`config.mk`:
```
export PLATFORM = sky130hd
export DESIGN_NAME = radio_packet_framer_crc16
export DESIGN_NICKNAME = d
export VERILOG_FILES = /design/src/rpf_pkg.sv /design/src/rpf_front.sv /design/src/rpf_fifo.sv /design/src/rpf_back.sv /design/src/radio_packet_framer_crc16.sv
export SDC_FILE = /design/constraint.sdc
export NUM_CORES = 1
export LEC_CHECK = 0
export ABC_AREA = 1
export BUFFER_PORTS_ARGS = -buffer_cell sky130_fd_sc_hd__buf_2
export CELL_PAD_IN_SITES_DETAIL_PLACEMENT = 2
export CELL_PAD_IN_SITES_GLOBAL_PLACEMENT = 2
export CORE_MARGIN = 3
export CORE_UTILIZATION = 32
export CTS_CLUSTER_DIAMETER = 60
export DETAILED_ROUTE_END_ITERATION = 10
export PLACE_DENSITY_LB_ADDON = 0.1
export SKIP_CTS_REPAIR_TIMING = 1
export SYNTH_ARGS = -nofsm -noshare
export SYNTH_HDL_FRONTEND = slang
export SYNTH_SLANG_ARGS = --single-unit
```
`constraint.sdc`:
```
create_clock -name clk -period 7.1 [get_ports clk]
set_clock_uncertainty 0.05 [all_clocks]
set_input_delay 0.355 -clock clk [delete_from_list [all_inputs] [get_ports clk]]
set_output_delay 0.355 -clock clk [all_outputs]
set_load 0.02 [all_outputs]
```
`src/rpf_pkg.sv`:
```
// Shared types, codes and the CRC-16 byte update for the radio packet framer.
// No dependencies; used by every module of the framer.
package rpf_pkg;

  // Command codes carried on the input selector
  localparam logic [2:0] CMD_TX_START = 3'd0;
  localparam logic [2:0] CMD_TX_BYTE  = 3'd1;
  localparam logic [2:0] CMD_LISTEN   = 3'd2;
  localparam logic [2:0] CMD_RX_BYTE  = 3'd3;
  localparam logic [2:0] CMD_RELEASE  = 3'd4;

  // Result kinds
  localparam logic [1:0] KIND_TX_LINE    = 2'd0;
  localparam logic [1:0] KIND_RX_BYTE    = 2'd1;
  localparam logic [1:0] KIND_RX_VERDICT = 2'd2;
  localparam logic [1:0] KIND_CMD        = 2'd3;

  // Verdict status codes
  localparam logic [1:0] ST_OK      = 2'd0;
  localparam logic [1:0] ST_REJECT  = 2'd1;
  localparam logic [1:0] ST_CRC_BAD = 2'd2;
  localparam logic [1:0] ST_LEN_BAD = 2'd3;

  // Config register indexes
  localparam logic REG_NODE_ID  = 1'b0;
  localparam logic REG_GROUP_ID = 1'b1;

  // Line constants
  localparam logic [7:0]  PREAMBLE  = 8'hAA;
  localparam logic [7:0]  SYNC_BYTE = 8'h2D;
  localparam logic [7:0]  TAIL_LO   = 8'h10;
  localparam logic [7:0]  TAIL_HI   = 8'h20;
  localparam logic [15:0] CRC_INIT  = 16'hFFFF;
  localparam logic [15:0] CRC_POLY  = 16'hA001;

  typedef enum logic [1:0] {
    MODE_IDLE,
    MODE_SEND,
    MODE_RECV,
    MODE_HELD
  } mode_t;

  typedef enum logic [1:0] {
    JOB_VERDICT,
    JOB_TX_HDR,
    JOB_TX_BYTE,
    JOB_RX_BYTE
  } job_op_t;

  // One classified item handed from front to back
  typedef struct packed {
    job_op_t    op;
    logic [7:0] data;   // payload byte, rx byte or payload length
    logic [7:0] group;
    logic [7:0] node;
    logic       extra;  // trailer follows (tx) or frame verdict follows (rx)
    logic [1:0] vstat;  // verdict status
  } job_t;

  typedef struct packed {
    logic full;
    logic empty;
  } fifo_stat_t;

  // Reflected CRC-16, one byte
  function automatic logic [15:0] crc_feed(logic [15:0] crc, logic [7:0] b);
    logic [15:0] c;
    c = crc ^ {8'h00, b};
    for (int k = 0; k < 8; k++) begin
      if (c[0]) begin
        c = (c >> 1) ^ CRC_POLY;
      end else begin
        c = c >> 1;
      end
    end
    return c;
  endfunction

endpackage

```
`src/rpf_front.sv`:
```
// Front end of the framer: takes each command, keeps mode, rx CRC and counts,
// and emits one job descriptor per item. Depends on rpf_pkg.
module rpf_front #(
  parameter int MAX_PAYLOAD = 64
) (
  input  logic          clk,
  input  logic          rst,
  input  logic          accept,
  input  logic [2:0]    cmd,
  input  logic [7:0]    data,
  input  logic [6:0]    payload_len,
  input  logic          channel_busy,
  input  logic [7:0]    node_id,
  input  logic [7:0]    group_id,
  output logic          push,
  output rpf_pkg::job_t job
);

  localparam logic [7:0] MAX_LEN   = 8'(MAX_PAYLOAD);
  localparam logic [7:0] RX_LIMIT  = 8'(MAX_PAYLOAD + 12);

  rpf_pkg::mode_t mode, mode_next;
  logic [15:0]    crc, crc_next;
  logic [7:0]     byte_count, byte_count_next;
  logic [7:0]     frame_length, frame_length_next;

  logic [15:0] crc_seed, crc_rx;
  logic [7:0]  bc_inc, fl_rx;
  logic        rx_end, tx_done, plen_bad, tx_ok;
  logic [1:0]  rx_stat;

  assign crc_seed = rpf_pkg::crc_feed(rpf_pkg::CRC_INIT, group_id);
  assign crc_rx   = rpf_pkg::crc_feed(crc, data);
  assign bc_inc   = byte_count + 8'd1;
  assign fl_rx    = (byte_count == 8'd1) ? data : frame_length;
  assign rx_end   = ((bc_inc >= 8'd2) && ({1'b0, bc_inc} >= ({1'b0, fl_rx} + 9'd4)))
                    || (bc_inc >= RX_LIMIT);
  assign tx_done  = bc_inc >= frame_length;
  assign plen_bad = {1'b0, payload_len} > MAX_LEN;
  assign tx_ok    = (mode == rpf_pkg::MODE_IDLE) && !channel_busy;

  always_comb begin
    if ((bc_inc < 8'd2) || (fl_rx > MAX_LEN)) begin
      rx_stat = rpf_pkg::ST_LEN_BAD;
    end else if (crc_rx != 16'h0000) begin
      rx_stat = rpf_pkg::ST_CRC_BAD;
    end else begin
      rx_stat = rpf_pkg::ST_OK;
    end
  end

  // next state
  always_comb begin
    mode_next         = mode;
    crc_next          = crc;
    byte_count_next   = byte_count;
    frame_length_next = frame_length;
    if (accept) begin
      unique case (cmd)
        rpf_pkg::CMD_TX_START: begin
          if (tx_ok && !plen_bad) begin
            byte_count_next   = 8'd0;
            frame_length_next = {1'b0, payload_len};
            mode_next = (payload_len == 7'd0) ? rpf_pkg::MODE_IDLE : rpf_pkg::MODE_SEND;
          end
        end
        rpf_pkg::CMD_TX_BYTE: begin
          if (mode == rpf_pkg::MODE_SEND) begin
            byte_count_next = bc_inc;
            if (tx_done) begin
              mode_next = rpf_pkg::MODE_IDLE;
            end
          end
        end
        rpf_pkg::CMD_LISTEN: begin
          if (mode == rpf_pkg::MODE_IDLE) begin
            mode_next         = rpf_pkg::MODE_RECV;
            crc_next          = crc_seed;
            byte_count_next   = 8'd0;
            frame_length_next = 8'd0;
          end
        end
        rpf_pkg::CMD_RX_BYTE: begin
          if (mode == rpf_pkg::MODE_RECV) begin
            crc_next          = crc_rx;
            frame_length_next = fl_rx;
            byte_count_next   = bc_inc;
            if (rx_end) begin
              if (rx_stat == rpf_pkg::ST_OK) begin
                mode_next = rpf_pkg::MODE_HELD;
              end else begin
                // bad frame: listen again from scratch
                crc_next          = crc_seed;
                byte_count_next   = 8'd0;
                frame_length_next = 8'd0;
              end
            end
          end
        end
        rpf_pkg::CMD_RELEASE: begin
          if (mode == rpf_pkg::MODE_HELD) begin
            mode_next = rpf_pkg::MODE_IDLE;
          end
        end
        default: begin
        end
      endcase
    end
  end

  // job descriptor
  always_comb begin
    push      = accept;
    job.op    = rpf_pkg::JOB_VERDICT;
    job.data  = data;
    job.group = group_id;
    job.node  = node_id;
    job.extra = 1'b0;
    job.vstat = rpf_pkg::ST_REJECT;
    unique case (cmd)
      rpf_pkg::CMD_TX_START: begin
        if (!tx_ok) begin
          job.vstat = rpf_pkg::ST_REJECT;
        end else if (plen_bad) begin
          job.vstat = rpf_pkg::ST_LEN_BAD;
        end else begin
          job.op    = rpf_pkg::JOB_TX_HDR;
          job.data  = {1'b0, payload_len};
          job.extra = (payload_len == 7'd0);
        end
      end
      rpf_pkg::CMD_TX_BYTE: begin
        if (mode == rpf_pkg::MODE_SEND) begin
          job.op    = rpf_pkg::JOB_TX_BYTE;
          job.extra = tx_done;
        end
      end
      rpf_pkg::CMD_LISTEN: begin
        if (mode == rpf_pkg::MODE_IDLE) begin
          job.vstat = rpf_pkg::ST_OK;
        end
      end
      rpf_pkg::CMD_RX_BYTE: begin
        if (mode == rpf_pkg::MODE_RECV) begin
          job.op    = rpf_pkg::JOB_RX_BYTE;
          job.extra = rx_end;
          job.vstat = rx_stat;
        end
      end
      rpf_pkg::CMD_RELEASE: begin
        if (mode == rpf_pkg::MODE_HELD) begin
          job.vstat = rpf_pkg::ST_OK;
        end
      end
      default: begin
      end
    endcase
  end

  always_ff @(posedge clk) begin
    if (rst) begin
      mode         <= rpf_pkg::MODE_IDLE;
      crc          <= rpf_pkg::CRC_INIT;
      byte_count   <= 8'd0;
      frame_length <= 8'd0;
    end else begin
      mode         <= mode_next;
      crc          <= crc_next;
      byte_count   <= byte_count_next;
      frame_length <= frame_length_next;
    end
  end

endmodule

```
`src/rpf_fifo.sv`:
```
// Short job queue between front and back of the framer.
// Depends on rpf_pkg for the job and status types.
module rpf_fifo #(
  parameter int DEPTH = 4
) (
  input  logic                clk,
  input  logic                rst,
  input  logic                push,
  input  rpf_pkg::job_t       wr_job,
  input  logic                pop,
  output rpf_pkg::job_t       rd_job,
  output rpf_pkg::fifo_stat_t stat
);

  localparam int AW = (DEPTH > 1) ? $clog2(DEPTH) : 1;
  localparam int CW = $clog2(DEPTH + 1);

  rpf_pkg::job_t slots [DEPTH];
  logic [AW-1:0] wr_ptr, rd_ptr;
  logic [CW-1:0] count;

  assign stat.full  = count == CW'(DEPTH);
  assign stat.empty = count == '0;
  assign rd_job     = slots[rd_ptr];

  always_ff @(posedge clk) begin
    if (push) begin
      slots[wr_ptr] <= wr_job;
    end
  end

  always_ff @(posedge clk) begin
    if (rst) begin
      wr_ptr <= '0;
      rd_ptr <= '0;
      count  <= '0;
    end else begin
      if (push) begin
        wr_ptr <= (wr_ptr == AW'(DEPTH - 1)) ? '0 : wr_ptr + AW'(1);
      end
      if (pop) begin
        rd_ptr <= (rd_ptr == AW'(DEPTH - 1)) ? '0 : rd_ptr + AW'(1);
      end
      if (push && !pop) begin
        count <= count + CW'(1);
      end else if (pop && !push) begin
        count <= count - CW'(1);
      end
    end
  end

endmodule

```
`src/rpf_back.sv`:
```
// Back end of the framer: expands each job into result bytes, one per cycle
// unless m_* stalls; keeps the transmit CRC. Depends on rpf_pkg.
module rpf_back (
  input  logic          clk,
  input  logic          rst,
  input  logic          job_valid,
  input  rpf_pkg::job_t job,
  output logic          pop,
  output logic          m_tvalid,
  input  logic          m_tready,
  output logic [15:0]   m_tdata,
  output logic [1:0]    m_tuser,
  output logic          m_tlast
);

  rpf_pkg::job_t cur;
  logic          cur_valid;
  logic [3:0]    idx;
  logic [15:0]   crc;

  logic [7:0]  res_byte;
  logic [1:0]  res_kind, res_stat;
  logic        res_last, crc_load;
  logic [15:0] crc_base, crc_upd;
  logic        advance, emit, finish;

  always_comb begin
    res_byte = 8'h00;
    res_kind = rpf_pkg::KIND_TX_LINE;
    res_stat = rpf_pkg::ST_OK;
    res_last = 1'b1;
    crc_load = 1'b0;
    crc_base = crc;
    unique case (cur.op)
      rpf_pkg::JOB_VERDICT: begin
        res_kind = rpf_pkg::KIND_CMD;
        res_stat = cur.vstat;
      end
      rpf_pkg::JOB_TX_HDR: begin
        res_last = cur.extra ? (idx == 4'd10) : (idx == 4'd6);
        unique case (idx)
          4'd0, 4'd1, 4'd2: res_byte = rpf_pkg::PREAMBLE;
          4'd3: res_byte = rpf_pkg::SYNC_BYTE;
          4'd4: begin
            res_byte = cur.group;
            crc_load = 1'b1;
            crc_base = rpf_pkg::CRC_INIT;
          end
          4'd5: begin
            res_byte = cur.node;
            crc_load = 1'b1;
          end
          4'd6: begin
            res_byte = cur.data;
            crc_load = 1'b1;
          end
          4'd7:    res_byte = crc[7:0];
          4'd8:    res_byte = crc[15:8];
          4'd9:    res_byte = rpf_pkg::TAIL_LO;
          default: res_byte = rpf_pkg::TAIL_HI;
        endcase
      end
      rpf_pkg::JOB_TX_BYTE: begin
        res_last = cur.extra ? (idx == 4'd4) : (idx == 4'd0);
        unique case (idx)
          4'd0: begin
            res_byte = cur.data;
            crc_load = 1'b1;
          end
          4'd1:    res_byte = crc[7:0];
          4'd2:    res_byte = crc[15:8];
          4'd3:    res_byte = rpf_pkg::TAIL_LO;
          default: res_byte = rpf_pkg::TAIL_HI;
        endcase
      end
      rpf_pkg::JOB_RX_BYTE: begin
        res_last = cur.extra ? (idx == 4'd1) : (idx == 4'd0);
        if (idx == 4'd0) begin
          res_byte = cur.data;
          res_kind = rpf_pkg::KIND_RX_BYTE;
        end else begin
          res_kind = rpf_pkg::KIND_RX_VERDICT;
          res_stat = cur.vstat;
        end
      end
      default: begin
      end
    endcase
  end

  assign crc_upd = rpf_pkg::crc_feed(crc_base, res_byte);
  assign advance = !m_tvalid || m_tready;
  assign emit    = advance && cur_valid;
  assign finish  = emit && res_last;
  assign pop     = job_valid && (!cur_valid || finish);

  always_ff @(posedge clk) begin
    if (rst) begin
      cur_valid <= 1'b0;
      idx       <= 4'd0;
      crc       <= rpf_pkg::CRC_INIT;
      m_tvalid  <= 1'b0;
    end else begin
      if (emit) begin
        m_tvalid <= 1'b1;
      end else if (advance) begin
        m_tvalid <= 1'b0;
      end
      if (pop) begin
        cur_valid <= 1'b1;
        idx       <= 4'd0;
      end else if (finish) begin
        cur_valid <= 1'b0;
      end else if (emit) begin
        idx <= idx + 4'd1;
      end
      if (emit && crc_load) begin
        crc <= crc_upd;
      end
    end
  end

  always_ff @(posedge clk) begin
    if (pop) begin
      cur <= job;
    end
    if (emit) begin
      m_tdata <= {6'd0, res_stat, res_byte};
      m_tuser <= res_kind;
      m_tlast <= res_last;
    end
  end

endmodule

```
`src/radio_packet_framer_crc16.sv`:
```
// Top level of the radio packet framer/deframer with CRC-16 (poly 0xA001).
// Instantiates rpf_front, rpf_fifo and rpf_back; types from rpf_pkg.
//
//  channel  | dir | handshake          | payload
//  ---------+-----+--------------------+--------------------------------------------
//  s_*      | in  | s_tvalid/s_tready  | tuser=cmd; tdata=data,payload_len,busy
//  m_*      | out | m_tvalid/m_tready  | tuser=kind; tdata=out_byte,status; tlast
//  cfg_*    | in  | cfg_valid/cfg_ready| cfg_index (0 node_id, 1 group_id), cfg_data
//
// The front takes one command per cycle while the job queue has room; each
// command becomes a single job in the queue. The back turns a job into 1 to
// 11 result transfers, one per cycle while m_tready holds. A command passes
// through the queue, the back's current job register and the output register.
// Synchronous reset clears mode, counts, CRCs, config, queue and output valid.
// A stall on m_* only backs up into the queue; s_tready drops once it is full.
module radio_packet_framer_crc16 #(
  parameter int MAX_PAYLOAD = 64,
  parameter int FIFO_DEPTH  = 4
) (
  input  logic        clk,
  input  logic        rst,
  input  logic        s_tvalid,
  output logic        s_tready,
  input  logic [15:0] s_tdata,   // [7:0] data, [14:8] payload_len, [15] channel_busy
  input  logic [2:0]  s_tuser,   // [2:0] cmd
  output logic        m_tvalid,
  input  logic        m_tready,
  output logic [15:0] m_tdata,   // [7:0] out_byte, [9:8] status, [15:10] zero
  output logic [1:0]  m_tuser,   // [1:0] kind
  output logic        m_tlast,   // last result caused by the command
  input  logic        cfg_valid,
  output logic        cfg_ready,
  input  logic        cfg_index,
  input  logic [7:0]  cfg_data
);

  logic [7:0] node_id, group_id;
  logic       accept, push, pop;

  rpf_pkg::job_t       job_in, job_out;
  rpf_pkg::fifo_stat_t fstat;

  assign cfg_ready = 1'b1;
  assign s_tready  = !fstat.full;
  assign accept    = s_tvalid && s_tready;

  // config registers, writable in any cycle
  always_ff @(posedge clk) begin
    if (rst) begin
      node_id  <= 8'd0;
      group_id <= 8'd0;
    end else if (cfg_valid && cfg_ready) begin
      unique case (cfg_index)
        rpf_pkg::REG_NODE_ID:  node_id  <= cfg_data;
        rpf_pkg::REG_GROUP_ID: group_id <= cfg_data;
        default: begin
        end
      endcase
    end
  end

  rpf_front #(
    .MAX_PAYLOAD(MAX_PAYLOAD)
  ) u_front (
    .clk         (clk),
    .rst         (rst),
    .accept      (accept),
    .cmd         (s_tuser),
    .data        (s_tdata[7:0]),
    .payload_len (s_tdata[14:8]),
    .channel_busy(s_tdata[15]),
    .node_id     (node_id),
    .group_id    (group_id),
    .push        (push),
    .job         (job_in)
  );

  rpf_fifo #(
    .DEPTH(FIFO_DEPTH)
  ) u_fifo (
    .clk   (clk),
    .rst   (rst),
    .push  (push),
    .wr_job(job_in),
    .pop   (pop),
    .rd_job(job_out),
    .stat  (fstat)
  );

  rpf_back u_back (
    .clk      (clk),
    .rst      (rst),
    .job_valid(!fstat.empty),
    .job      (job_out),
    .pop      (pop),
    .m_tvalid (m_tvalid),
    .m_tready (m_tready),
    .m_tdata  (m_tdata),
    .m_tuser  (m_tuser),
    .m_tlast  (m_tlast)
  );

  // line and echo bytes never carry a status
  a_data_no_status: assert property (@(posedge clk) disable iff (rst)
    m_tvalid && (m_tuser == rpf_pkg::KIND_TX_LINE || m_tuser == rpf_pkg::KIND_RX_BYTE)
      |-> m_tdata[9:8] == 2'd0)
    else $error("status set on a data result");

  // verdicts carry a zero byte
  a_verdict_zero: assert property (@(posedge clk) disable iff (rst)
    m_tvalid && (m_tuser == rpf_pkg::KIND_RX_VERDICT || m_tuser == rpf_pkg::KIND_CMD)
      |-> m_tdata[7:0] == 8'd0)
    else $error("nonzero byte on a verdict");

  // command and frame verdicts always close out their command
  a_verdict_last: assert property (@(posedge clk) disable iff (rst)
    m_tvalid && (m_tuser == rpf_pkg::KIND_RX_VERDICT || m_tuser == rpf_pkg::KIND_CMD)
      |-> m_tlast)
    else $error("verdict not marked last");

  // queue can never be full and empty at once
  a_fifo_sane: assert property (@(posedge clk) disable iff (rst)
    !(fstat.full && fstat.empty))
    else $error("job queue full and empty");

endmodule

```
Yosys cells after proc, flatten, opt, wreduce, memory -nomap -nowiden
Memory sizes are Yosys's and may differ from the RTL's. A register that Yosys moved wholly into a read port is not among the register bits.
Cells that the tools add are included.
- register bits: 92
- bits in writable memories: 116
- input port bits: 33
- logic and storage cells: 236
- memories kept: 1
- $add $sub $neg: 7
- order comparisons: 7
- equality and inequality tests: 32
- mux-type cells: 97
- bitwise operators: 29
- reduce and logical (&&, ||, !) cells: 47
- memory list (memory ; words ; bits a word ; rd ports ; clocked after memory_dff ; write ports ; RTL line ; source):
    u_fifo.slots ; 4 ; 29 ; 1 ; 1 ; 1 ; rpf_fifo.sv:18 ; rpf_pkg::job_t slots [DEPTH];
- operator list (operator ; number):
    2-to-1 mux 16 bit ; 30
    2-to-1 mux 8 bit ; 13
    NOT 2 -> 3 bit ; 24
    case mux 8 bit (4 select lines) ; 2
    case mux 8 bit (8 select lines) ; 1
    case mux 8 bit (3 select lines) ; 2
    2-to-1 mux 2 bit ; 18
    case mux 16 bit (2 select lines) ; 1
    bitwise XOR 16 x 8 -> 16 bit ; 2
    2-to-1 mux 1 bit ; 17
    equality test 4 x 3 -> 1 bit, second input constant ; 4
    inequality test 2 x 1 -> 1 bit, second input constant ; 8
    NOT 8 -> 16 bit ; 1
    nonzero test 16 bit ; 1
    equality test 2 bit, second input constant ; 6
    equality test 4 bit, second input constant ; 3
    logical AND 1 bit ; 10
    2-to-1 mux 10 bit ; 1
    case mux 2 bit (5 select lines) ; 1
    AND reduction 10 bit ; 1
    adder 8 x 3 -> 9 bit, second input constant ; 1
    greater-or-equal comparator 8 x 9 -> 1 bit ; 1
    2-to-1 mux 3 bit ; 3
    2-to-1 mux 9 bit ; 1
    other kinds (40) ; 67

Logic depth before layout (Yosys ltp)
Gate-level depths: netlist of the first run.
- depth after elaboration: 25
- mapped depth: 25
- gate-level depth less buffers: 24

Modules after synthesis
From an unflattened synthesis of the first run, not the netlist that was laid out.
- cell total of the unflattened synthesis: 1555
- area total of the unflattened synthesis: 13158.9 µm²
- modules (own cells, without submodules) (module ; times used ; cells each ; area each (µm²)):
    rpf_fifo ; 1 ; 340 ; 5068.6
    rpf_back ; 1 ; 491 ; 3804.9
    rpf_front ; 1 ; 629 ; 3602.2
    radio_packet_framer_crc16 ; 1 ; 95 ; 683.2

Worst setup path after synthesis of the first run
OpenSTA, ideal clock, no wires.
- path kind: register to register
- start point: register u_back.idx[0]
- end point: register u_fifo.count[1]
- setup time: 0.116 ns
- arrival time: 3.892 ns
- required time: 6.934 ns
- slack: 3.042 ns
- cell stages (with the launch flop): 16
- path buffers: 1
- period minus slack after synthesis: 4.058 ns
- path through: dfxtp_1 > inv_1 > ha_1 > clkbuf_1 > nand2_1 > nor2_1 > a221oi_1 > o21ai_2 > a21oi_1 > nor2_1 > inv_2 > ha_1 > inv_1 > fa_1 > o21ai_0 > nor2_1
- cells in the longest elaborated chain, start to end: 9
- elaborated cells on any way between the ends: 17
- those cells by class: eq/ne: 4; mux: 5; reduce/logical: 8
- RTL lines (what ; RTL line ; source):
    from (decl) ; rpf_back.sv:18 ; logic [3:0] idx;
    from (signal assigned) ; rpf_back.sv:115 ; idx <= idx + 4'd1;
    equality test 4 x 1 -> 1 bit, or another cell as far along ; rpf_back.sv:77 ; res_last = cur.extra ? (idx == 4'd1) : (idx == 4'd0);
    2-to-1 mux 1 bit (on tied branches) ; rpf_back.sv:77, rpf_back.sv:40, rpf_back.sv:64 ;
    case mux 1 bit (3 select lines) (*) ; rpf_back.sv:34 ; unique case (cur.op)
    net u_back.res_last ; rpf_back.sv:23 ; logic res_last, crc_load;
    logical AND 1 bit (*) ; rpf_back.sv:94 ; assign finish = emit && res_last;
    logical OR 1 bit (*) ; rpf_back.sv:95 ; assign pop = job_valid && (!cur_valid || finish);
    logical AND 1 bit (*) ; rpf_back.sv:95 ;
    net pop ; radio_packet_framer_crc16.sv:38 ; logic accept, push, pop;
    logical NOT 1 bit ; rpf_fifo.sv:44 ; if (push && !pop) begin
    logical AND 1 bit ; rpf_fifo.sv:44 ;
    2-to-1 mux 3 bit / nonzero test 2 bit (equally long branches) ; - ;
    to (signal assigned) ; rpf_fifo.sv:45 ; count <= count + CW'(1);
    to (signal assigned) ; rpf_fifo.sv:47 ; count <= count - CW'(1);
    to (decl) ; rpf_fifo.sv:20 ; logic [CW-1:0] count;
Mark *: on every way through the listed nets, which the timed path passes. The rest lies on a longest branch.
A chain may end at the register's enable or synchronous reset.

Worst setup path in the final report of the first run
- start point: register u_front.byte_count[0]
- end point: register u_front.byte_count[1]
- cells in the longest elaborated chain, start to end: 10
- elaborated cells on any way between the ends: 19
- those cells by class: add/sub: 2; order compare: 5; eq/ne: 1; mux: 7; reduce/logical: 4
- RTL lines (what ; RTL line ; source):
    from (decl) ; rpf_front.sv:24 ; logic [7:0] byte_count, byte_count_next;
    from (signal assigned) ; rpf_front.sv:169 ; byte_count <= byte_count_next;
    parallel branches: the longest is 9 deep, another holds adder 8 x 3 -> 9 bit ; - ;
    case mux 8 bit (4 select lines) (*) ; rpf_front.sv:59 ; unique case (cmd)
Mark *: on every way between the ends. The select of a mux whose other input is x is not followed.

==> flow_summary_export.csv, run 1 <==
group,metric,value,unit
outcome,status,"finished clean",
worst_setup_path,slowest_delay,510,ps
global_route,use_met3,2.61,%
pwr,p_leak,5.64,nW
floorplan,die_h,200,um
global_route,grt_overflow,0,
sta,slew_headroom,27.5,%
logic_synthesis,yosys.area_share.simple,20.1,%
cells_and_area,nFillCells,4110,
cells_and_area,fin_cells,1899,
floorplan,die-area,39800,sq um
cells_and_area,seq_area,6330,sq um
logic_synthesis,syn_area,12000,sq um
cells_and_area,nNetsFinal,1474,
worst_hold_path,hp-class,"input pin to flop",
floorplan,initial_core_util,32.6,%
floorplan,io_pins,55,
clock_tree,numCtsBuffers,36,
global_route,antenna_found_initial,2,
worst_setup_path,worstSetupStartpointType,"flop",
worst_setup_path,critPathCaptureType,"flop",
global_route,grt_pass1_wl,61000,um
clock_tree,clkSinkCount,237,
cells_and_area,n_antenna_cell,0,
placed_design,post_dp_cell_area,12600,sq um
global_route,use_met2,36.6,%
logic_synthesis,synthMuxAreaShare,0,%
logic_synthesis,synth_top_area_share,39.6,%
sta,setup_violations,0,
worst_setup_path,crit_path_frequent_cell,"nand3_1",
logic_synthesis,netlist_instances,1357,
placed_design,dp_hpwl,27900,um
logic_synthesis,synth_area_leaders,"edfxtp_1 (40%), dfxtp_1 (13%), nand2_1 (6.6%)",
routing,first_iter_violations,466,
logic_synthesis,synth_top_family_by_area,"simple AND/OR/NAND/NOR gates",
placed_design,dp.cells,1834,
worst_setup_path,path_cells,"ha_1, nand4_2, o21ai_0, ha_1, nand3_1, xor2_1, ha_1, nand2_1, nor3_1, nand3_1, nand3_1, nand2_1, a21boi_1, o21ai_2, nand2_2, nand2_2, nand3_1, a21oi_1",
sta,setup_slack,2630,ps
sta,slew_violations,0,
clock_tree,cts_htree_levels,2,
sta,rsz0062_at_grt,"no",
pwr,fin_total_pwr,5.53,mW
sta,whs,23.7,ps
sta,tns,0,ps
logic_synthesis,avgSynthCellArea,8.83,sq um
clock_tree,clkSlewWorstSetupHoldPaths,60,ps
cells_and_area,drive_gt1_share,12.3,%
pwr,vdd_drop_max,0.171,mV
floorplan,core.rowCount,70,
logic_synthesis,synth_adder_area_share,3.93,%
placed_design,port_buffers,47,
sta,period_needed,4470,ps
cells_and_area,final_util,37.6,%
routing,vias_per_cell,5.11,
global_route,grt_pass1_vias,10500,
routing,drt-total-wl,39100,um
placed_design,place_ws,2560,ps
floorplan,coreArea,36800,sq um
worst_setup_path,crit_family,"simple AND/OR/NAND/NOR gates",
global_route,grt_usage,20.0,%
global_route,grt_busiest_layer,"met2",
pwr,cellPowerDensity,399,nW/um^2
clock_tree,max-clock-path-buffers,3,
routing,drtPass1Iterations,5,
worst_setup_path,cp.arrival,4790,ps
routing,vias,9713,
cells_and_area,stdcell_area,13800,sq um
cells_and_area,area_growth,15.5,%
sta,post-route-period-util,62.9,%
cells_and_area,multi_input_area,4870,sq um
logic_synthesis,yosysSeqAreaShare,52.8,%
worst_setup_path,cpMaxStageDelayCell,"o21ai_0",
global_route,grt_use_met1,25.0,%
routing,wl_per_cell,20.6,um
sta,finalHoldViolCount,0,
logic_synthesis,yosys_warnings,0,
logic_synthesis,yosys_register_bits,237,
logic_synthesis,synth-xor-area-share,2.92,%
logic_synthesis,yosysTopAreaCell,"edfxtp_1",
floorplan,dieWidth,200,um
global_route,grt_max_degree,62,
logic_synthesis,synth_cell_type_count,49,
routing,ant_nets,0,
clock_tree,cts_tree,"built",
routing,drc,0,
sta,tightest_slew,1090,ps
worst_setup_path,crit_type,"flop to flop",
worst_setup_path,critical_path.max_fanout,24,
worst_setup_path,critical_path_required,7430,ps
worst_setup_path,crit_buf_inv,0,
clock_tree,clock_latency,530,ps
run,cap_violations,0,
sta,fmax,0.224,GHz
placed_design,place_congestion,0.780,
clock_tree,clockRootBuffer,"clkbuf_16",
logic_synthesis,synth_compound_area_share,13.3,%
per-layer routing:
metal / wire length, um / share of wire, %
met1: 17100 / 44
met4: 731 / 1.9
met2: 20300 / 52
met5: 0 / 0
met3: 938 / 2.4
worst paths after layout:
kind / slack [ps] / endpoint / startpoint / depth (start not counted)
max: 2630 / u_front.byte_count[1] / u_front.byte_count[0] / 18
min: 20 / node_id[0] / cfg_data[0] / 3
max reg2reg: 2630 / u_front.byte_count[1] / u_front.byte_count[0] / 18
min reg2reg: 430 / u_back.m_tvalid / u_back.cur_valid / 2
flip-flops by register name, indices dropped and copies added, names as in the netlist, 3 cells and up:
register and cells:
group_id 8, node_id 8, u_back.crc 16, u_back.cur 29
u_back.idx 4, u_back.m_tdata 10, u_fifo.count 3, u_fifo.slots 116
u_front.byte_count 8, u_front.crc 16, u_front.frame_length 8
kinds of logic (layout without fill, tap and decap cells):
logic type               after synthesis  in the layout
AND/OR/NAND/NOR                      557            557
flip-flops                           237            237
buffers and inverters                198            267
XOR/XNOR                              40             40
AO/OA/AOI/OAI                        286            286
other                                  2              7
adder cells (fa/ha/maj)               37             37
tightest hold or removal path, cell delays in order:
cell    delay (ps)
buf_2           90
nor2_1          40
nor2_1          80
cell usage in the layout (no fill, tap or decap), types with 31 or more instances in the layout:
master     instances
buf_2             47
o22ai_1           31
clkbuf_16         36
edfxtp_1         158
ha_1              36
o21ai_0          123
nand3_1          104
nor2_1           175
dfxtp_1           78
nand2_1          211
inv_1            132
a21oi_1           80
report_power, final:
group          internal [mW]  switching [mW]  total (mW)
clock network           1.08           0.677        1.75
registers               1.82           0.128        1.95
logic                  0.503            1.32        1.82
total                   3.40            2.13        5.53
final cells by class:
| cell class | count | share of cell area (%) |
|---|---|---|
| Clock buffer | 42 | 6.82 |
| Multi-Input combinational cell | 927 | 35.2 |
| Inverter | 142 | 3.85 |
| Tap cell | 468 | 4.23 |
| Timing Repair Buffer | 60 | 2.40 |
| Clock inverter | 23 | 1.79 |
| Sequential cell | 237 | 45.7 |
synthesized netlist by cell type (all sizes together):
cell type    n
xor2        23
nor2       187
and2         1
nor3        11
o211ai      13
xnor2       17
nand3      106
o21bai       1
o2111ai      1
a221oi       3
nor3b        1
clkbuf      36
fa           1
inv        138
buf         20
clkinv       4
nand3b       5
conb         2
o22ai       31
a31oi        2
o21a         1
or2          2
a21boi       1
edfxtp     158
o22a         1
dfxtp       79
nand2      230
nand4       10
ha          36
a211oi       1
o221ai       5
o21ai      141
a21oi       85
nor4         4
Note: power is estimated with default switching activity, not from simulation.
==> inputs of run 2 (changes only) <==
==> constraint.sdc (replaced) <==
create_clock -name clk -period 4.35 [get_ports clk]
set_clock_uncertainty 0.05 [all_clocks]
set_input_delay 0.2175 -clock clk [delete_from_list [all_inputs] [get_ports clk]]
set_output_delay 0.2175 -clock clk [all_outputs]
set_load 0.02 [all_outputs]
==> run 2 against run 1 <==
Against the previous run:
- clock power is 42% higher
- critical path depth grew 2
- global-route usage grew 0.23 points
- register-to-register slack got worse by 2300 ps
- largest power group unchanged
- count of clock-buffer cells in the layout fell by 5
- the run now ends with hold timing left
==> flow_summary_export.csv, run 2 (synthesis results as in run 1) <==
group,metric,value,unit
sta,tightest_slew,994,ps
pwr,p_seq_share,36.8,%
pwr,combPwrFrac,34.7,%
clock_tree,clkSlewWorstSetupHoldPaths,60,ps
floorplan,io_pins,55,
routing,drc,0,
cells_and_area,layout_common_cells,"nand2_1 (211), nor2_1 (175), edfxtp_1 (158), inv_1 (132), o21ai_0 (123)",
sta,post-route-period-util,91.2,%
pwr,p_leak,5.70,nW
placed_design,place_congestion,0.800,
worst_setup_path,critPathCaptureType,"flop",
cells_and_area,stdcell_area,13900,sq um
placed_design,place_ws,98.4,ps
worst_setup_path,critical_path.max_fanout,18,
clock_tree,clkSinkCount,237,
worst_setup_path,worstSetupStartpointType,"flop",
worst_setup_path,cp.arrival,4440,ps
global_route,grt_usage,20.2,%
clock_tree,numCtsBuffers,31,
clock_tree,clockRootBuffer,"clkbuf_16",
sta,slew_violations,0,
routing,first_iter_violations,641,
routing,drt-total-wl,40000,um
clock_tree,cts_htree_levels,1,
clock_tree,clock_latency,580,ps
cells_and_area,drive_gt1_share,12.7,%
worst_hold_path,hp-class,"input pin to flop",
routing,drtPass1Iterations,5,
worst_setup_path,crit_type,"flop to flop",
pwr,fin_total_pwr,8.67,mW
floorplan,die-area,39800,sq um
sta,fmax,0.252,GHz
sta,setup_slack,384,ps
pwr,p_sw,3.40,mW
sta,slew_headroom,33.7,%
cells_and_area,nNetsFinal,1503,
placed_design,port_buffers,47,
placed_design,post_dp_cell_area,12800,sq um
routing,ant_nets,0,
sta,finalHoldViolCount,1,
cells_and_area,final_common_cell,"nand2_1",
floorplan,initial_core_util,32.6,%
global_route,grt_pass1_wl,62000,um
cells_and_area,largest_register_ffs,116,
run,cap_violations,0,
floorplan,die_h,200,um
cells_and_area,area_growth,16.4,%
pwr,power.internal,5.28,mW
clock_tree,cts_tree,"built",
clock_tree,max-clock-path-buffers,3,
cells_and_area,nFillCells,4104,
placed_design,dp_hpwl,28700,um
global_route,antenna_found_initial,2,
outcome,failed_checks,"hold timing",
pwr,cellPowerDensity,622,nW/um^2
global_route,grt_max_degree,61,
routing,vias,9890,
sta,setup_violations,0,
sta,whs,-2.91,ps
pwr,swShare,39.2,%
sta,tns,0,ps
sta,period_needed,3970,ps
worst_setup_path,critical_path_required,4820,ps
pwr,clock_power_share,28.5,%
pwr,vdd_drop_max,0.292,mV
routing,vias_per_cell,5.13,
global_route,grt_overflow,0,
outcome,status,"complete, but fails checks",
cells_and_area,top_register,"u_fifo.slots",
routing,wl_per_cell,20.7,um
global_route,grt_pass1_vias,10600,
cells_and_area,reg_top3,"u_fifo.slots x116, u_back.cur x29",
sta,rsz0062_at_grt,"no",
cells_and_area,n_antenna_cell,0,
floorplan,core.rowCount,70,
floorplan,coreArea,36800,sq um
floorplan,dieWidth,200,um
-- run 2: cell types whose count changed in the layout (fill, tap and decap cells not counted), moves of 2 or more --
cell / change
clkbuf_16: -5
inv_6: +2
clkbuf_8: -2
clkinv_8: -3
clkbuf_1: +2
dlygate4sd3_1: +14
clkinv_1: +2
clkinv_4: +2
buf_4: +20
clkinv_2: -2
clkinvlp_4: -3
-- run 2: final timing paths --
path              cells past startpoint                      end  slack (ps)             from
setup / recovery                     20          u_front.crc[15]         380   u_front.crc[0]
hold reg to reg                       2          u_fifo.count[2]         440  u_fifo.count[2]
setup reg to reg                     20          u_front.crc[15]         380   u_front.crc[0]
hold / removal                        3  u_front.frame_length[3]          -3      s_tdata[11]
-- run 2: power by group through the flow --
stage                     clock network [mW]  logic, mW  registers (mW)
after CTS                               2.55       3.06            3.20
after floorplan                            0       1.96            3.23
final                                   2.48       3.01            3.19
after detailed placement                   0       3.04            3.24
after global routing                    2.64       3.44            3.23
after global placement                     0       2.94            3.22
-- run 2: through the flow --
step	cells	utilization, %
5_1_grt	1926	37.9
3_5_place_dp	1850	34.7
6_report	1926	37.9
4_1_cts	1908	37.4
3_3_place_gp	1850	34.7
2_1_floorplan	1362	-
-- run 2: layout make-up --
class	count	area, sq um	area share (%)
clock buffers	37	798	5.72
flip-flops and latches	237	6330	45.4
multi-input cells	927	4890	35.1
clock inverters	21	190	1.36
inverters	142	533	3.82
well taps	468	586	4.20
repair buffers	94	623	4.47
-- run 2: critical path, stage by stage, from the launching register on --
cell and delay [ps]:
dfxtp_1 320, or2_2 310, nand2_1 110, nand2_1 70, nand2_1 120, xnor2_1 150, xor2_1 330, xor2_1 250
ha_1 300, xor2_1 180, nand3b_1 190, nor2_1 100, nand4_1 100, nor2_1 220, nand3_1 170, o21ai_4 300
nand2_8 170, buf_4 190, o21ai_0 160, nand2_1 70, nand2_1 50
-- run 2: routing by layer --
metal | vias to the layer above | global-route usage, % | part of all wire (%)
met5 | - | 0 | 0
met4 | 0 | 4.03 | 1.7
met3 | 48 | 2.50 | 2.5
met2 | 113 | 36.7 | 51
met1 | 4969 | 25.9 | 44
li1 | 4760 | - | -
==> inputs of run 3 (changes only) <==
--- a/config.mk
+++ b/config.mk
@@ -13,7 +13,7 @@
 export CORE_UTILIZATION = 32
 export CTS_CLUSTER_DIAMETER = 60
 export DETAILED_ROUTE_END_ITERATION = 10
-export PLACE_DENSITY_LB_ADDON = 0.1
+export PLACE_DENSITY = 0.77
 export SKIP_CTS_REPAIR_TIMING = 1
 export SYNTH_ARGS = -nofsm -noshare
 export SYNTH_HDL_FRONTEND = slang
==> run 3 against run 2 <==
Against the previous run:
- the run now ends clean
- clock power is 4% lower
- first-iteration DRC count fell by 24%
- critical path depth up 1
- critical path type unchanged
- highest routed layer unchanged
==> flow_summary_export.csv, run 3 (synthesis results as in run 1) <==
group,metric,value,unit
outcome,status,"finished clean",
global_route,grt_pass1_vias,10800,
cells_and_area,nNetsFinal,1492,
cells_and_area,layout_common_cells,"nand2_1 (211), nor2_1 (175), edfxtp_1 (158), inv_1 (132), o21ai_0 (123)",
cells_and_area,area_growth,15.4,%
worst_setup_path,critPathCaptureType,"flop",
floorplan,coreArea,36800,sq um
sta,setup_violations,0,
placed_design,dp_hpwl,28200,um
sta,setup_slack,383,ps
clock_tree,max-clock-path-buffers,3,
cells_and_area,drive_gt1_share,11.7,%
pwr,vdd_drop_max,0.319,mV
global_route,grt_pass1_wl,62100,um
cells_and_area,nFillCells,4100,
floorplan,initial_core_util,32.6,%
placed_design,post_dp_cell_area,12700,sq um
pwr,cellPowerDensity,621,nW/um^2
routing,route.met2.wl,20700,um
routing,wl_per_cell,21.0,um
global_route,grt_max_degree,62,
clock_tree,clkSlewWorstSetupHoldPaths,60,ps
sta,tns,0,ps
worst_setup_path,worstSetupStartpointType,"flop",
placed_design,place_congestion,0.830,
routing,drtPass1Iterations,6,
clock_tree,clockRootBuffer,"clkbuf_16",
cells_and_area,final_common_cell,"nand2_1",
sta,slew_headroom,28.7,%
global_route,grt_overflow,0,
floorplan,die-area,39800,sq um
cells_and_area,n_antenna_cell,0,
sta,period_needed,3970,ps
run,cap_violations,0,
cells_and_area,top_register,"u_fifo.slots",
worst_hold_path,hp-class,"input pin to flop",
routing,ant_nets,0,
routing,m1WireLength,17100,um
floorplan,die_h,200,um
routing,first_iter_violations,488,
sta,slew_violations,0,
cells_and_area,largest_register_ffs,116,
pwr,fin_total_pwr,8.59,mW
pwr,p_leak,5.63,nW
routing,vias,9972,
cells_and_area,reg_top3,"u_fifo.slots x116, u_back.cur x29",
global_route,grt_usage,20.0,%
worst_setup_path,critical_path_required,4760,ps
cells_and_area,stdcell_area,13800,sq um
clock_tree,clkSinkCount,237,
clock_tree,numCtsBuffers,30,
sta,fmax,0.252,GHz
routing,routed.top_layer,"met4",
routing,dr_wl_met3,1360,um
floorplan,io_pins,55,
routing,vias_per_cell,5.21,
sta,tightest_slew,1070,ps
placed_design,port_buffers,47,
sta,finalHoldViolCount,0,
clock_tree,cts_tree,"built",
sta,post-route-period-util,91.2,%
sta,whs,0.629,ps
floorplan,dieWidth,200,um
worst_setup_path,cp.arrival,4380,ps
worst_setup_path,critical_path.max_fanout,23,
clock_tree,cts_htree_levels,1,
clock_tree,clock_latency,570,ps
worst_setup_path,crit_type,"flop to flop",
global_route,antenna_found_initial,0,
placed_design,place_ws,311,ps
floorplan,core.rowCount,70,
routing,drt-total-wl,40200,um
routing,drc,0,
run 3: changes by cell type in the layout (fill, tap and decap cells not counted), moves of 2 or more:
| cell | previous run | this run |
|---|---|---|
| buf_4 | 33 | 24 |
| inv_6 | 6 | 1 |
| clkinv_2 | 6 | 2 |
| clkinv_1 | 7 | 10 |
| clkbuf_1 | 6 | 8 |
| clkbuf_8 | 0 | 2 |
| dlygate4sd3_1 | 14 | 12 |
run 3: path summary, 6_finish.rpt:
| path | start | endpoint | slack [ps] | depth (start not counted) |
|---|---|---|---|---|
| worst min-delay path | s_tdata[13] | u_front.frame_length[5] | 0.6 | 3 |
| worst min register to register | u_back.cur_valid | u_back.m_tvalid | 430 | 2 |
| worst max-delay path | u_front.crc[1] | u_front.crc[15] | 380 | 21 |
| worst max register to register | u_front.crc[1] | u_front.crc[15] | 380 | 21 |
run 3: power by group:
group          switching, mW  leakage, nW  total, mW  internal, mW
clock network           1.01        0.453       2.38          1.37
registers              0.222         2.13       3.19          2.97
logic                   2.17         3.05       3.01         0.839
total                   3.40         5.63       8.59          5.18
run 3: area by class of cell:
| class | instances | area [sq um] | share of cell area (%) |
|---|---|---|---|
| sequential | 237 | 6330 | 45.8 |
| multi-input combinational | 927 | 4880 | 35.3 |
| inverter | 142 | 533 | 3.86 |
| tap | 468 | 586 | 4.24 |
| clock buffer | 40 | 808 | 5.85 |
| timing repair buffer | 84 | 556 | 4.02 |
| clock inverter | 16 | 134 | 0.968 |
run 3: worst max-delay path, cell delays in order (launching register included):
cell and delay, ps:
dfxtp_1 340, xor2_1 280, inv_1 70, nand2_1 60, nand2_1 100, xnor2_1 200
xor2_1 300, xor2_1 250, ha_1 310, xor2_1 190, nand3b_1 210, nor2_1 130
nand4_1 110, nor2_1 170, nand3_1 150, o21ai_4 290, nand2_2 140, buf_12 190
nand2_1 100, o21ai_0 100, nand2_1 70, nand2_1 40
run 3: layer usage:
metal,vias up,GRT usage (%)
met4,0,5.01
met2,178,37.1
li1,4737,-
met1,4991,24.5
met3,66,2.60
met5,-,0
run 3: stage by stage:
step | std cells | utilization [%]
floorplan | 1362 | -
CTS | 1899 | 37.2
finish | 1914 | 37.6
detailed placement | 1843 | 34.6
global route | 1914 | 37.6
global placement | 1843 | 34.6
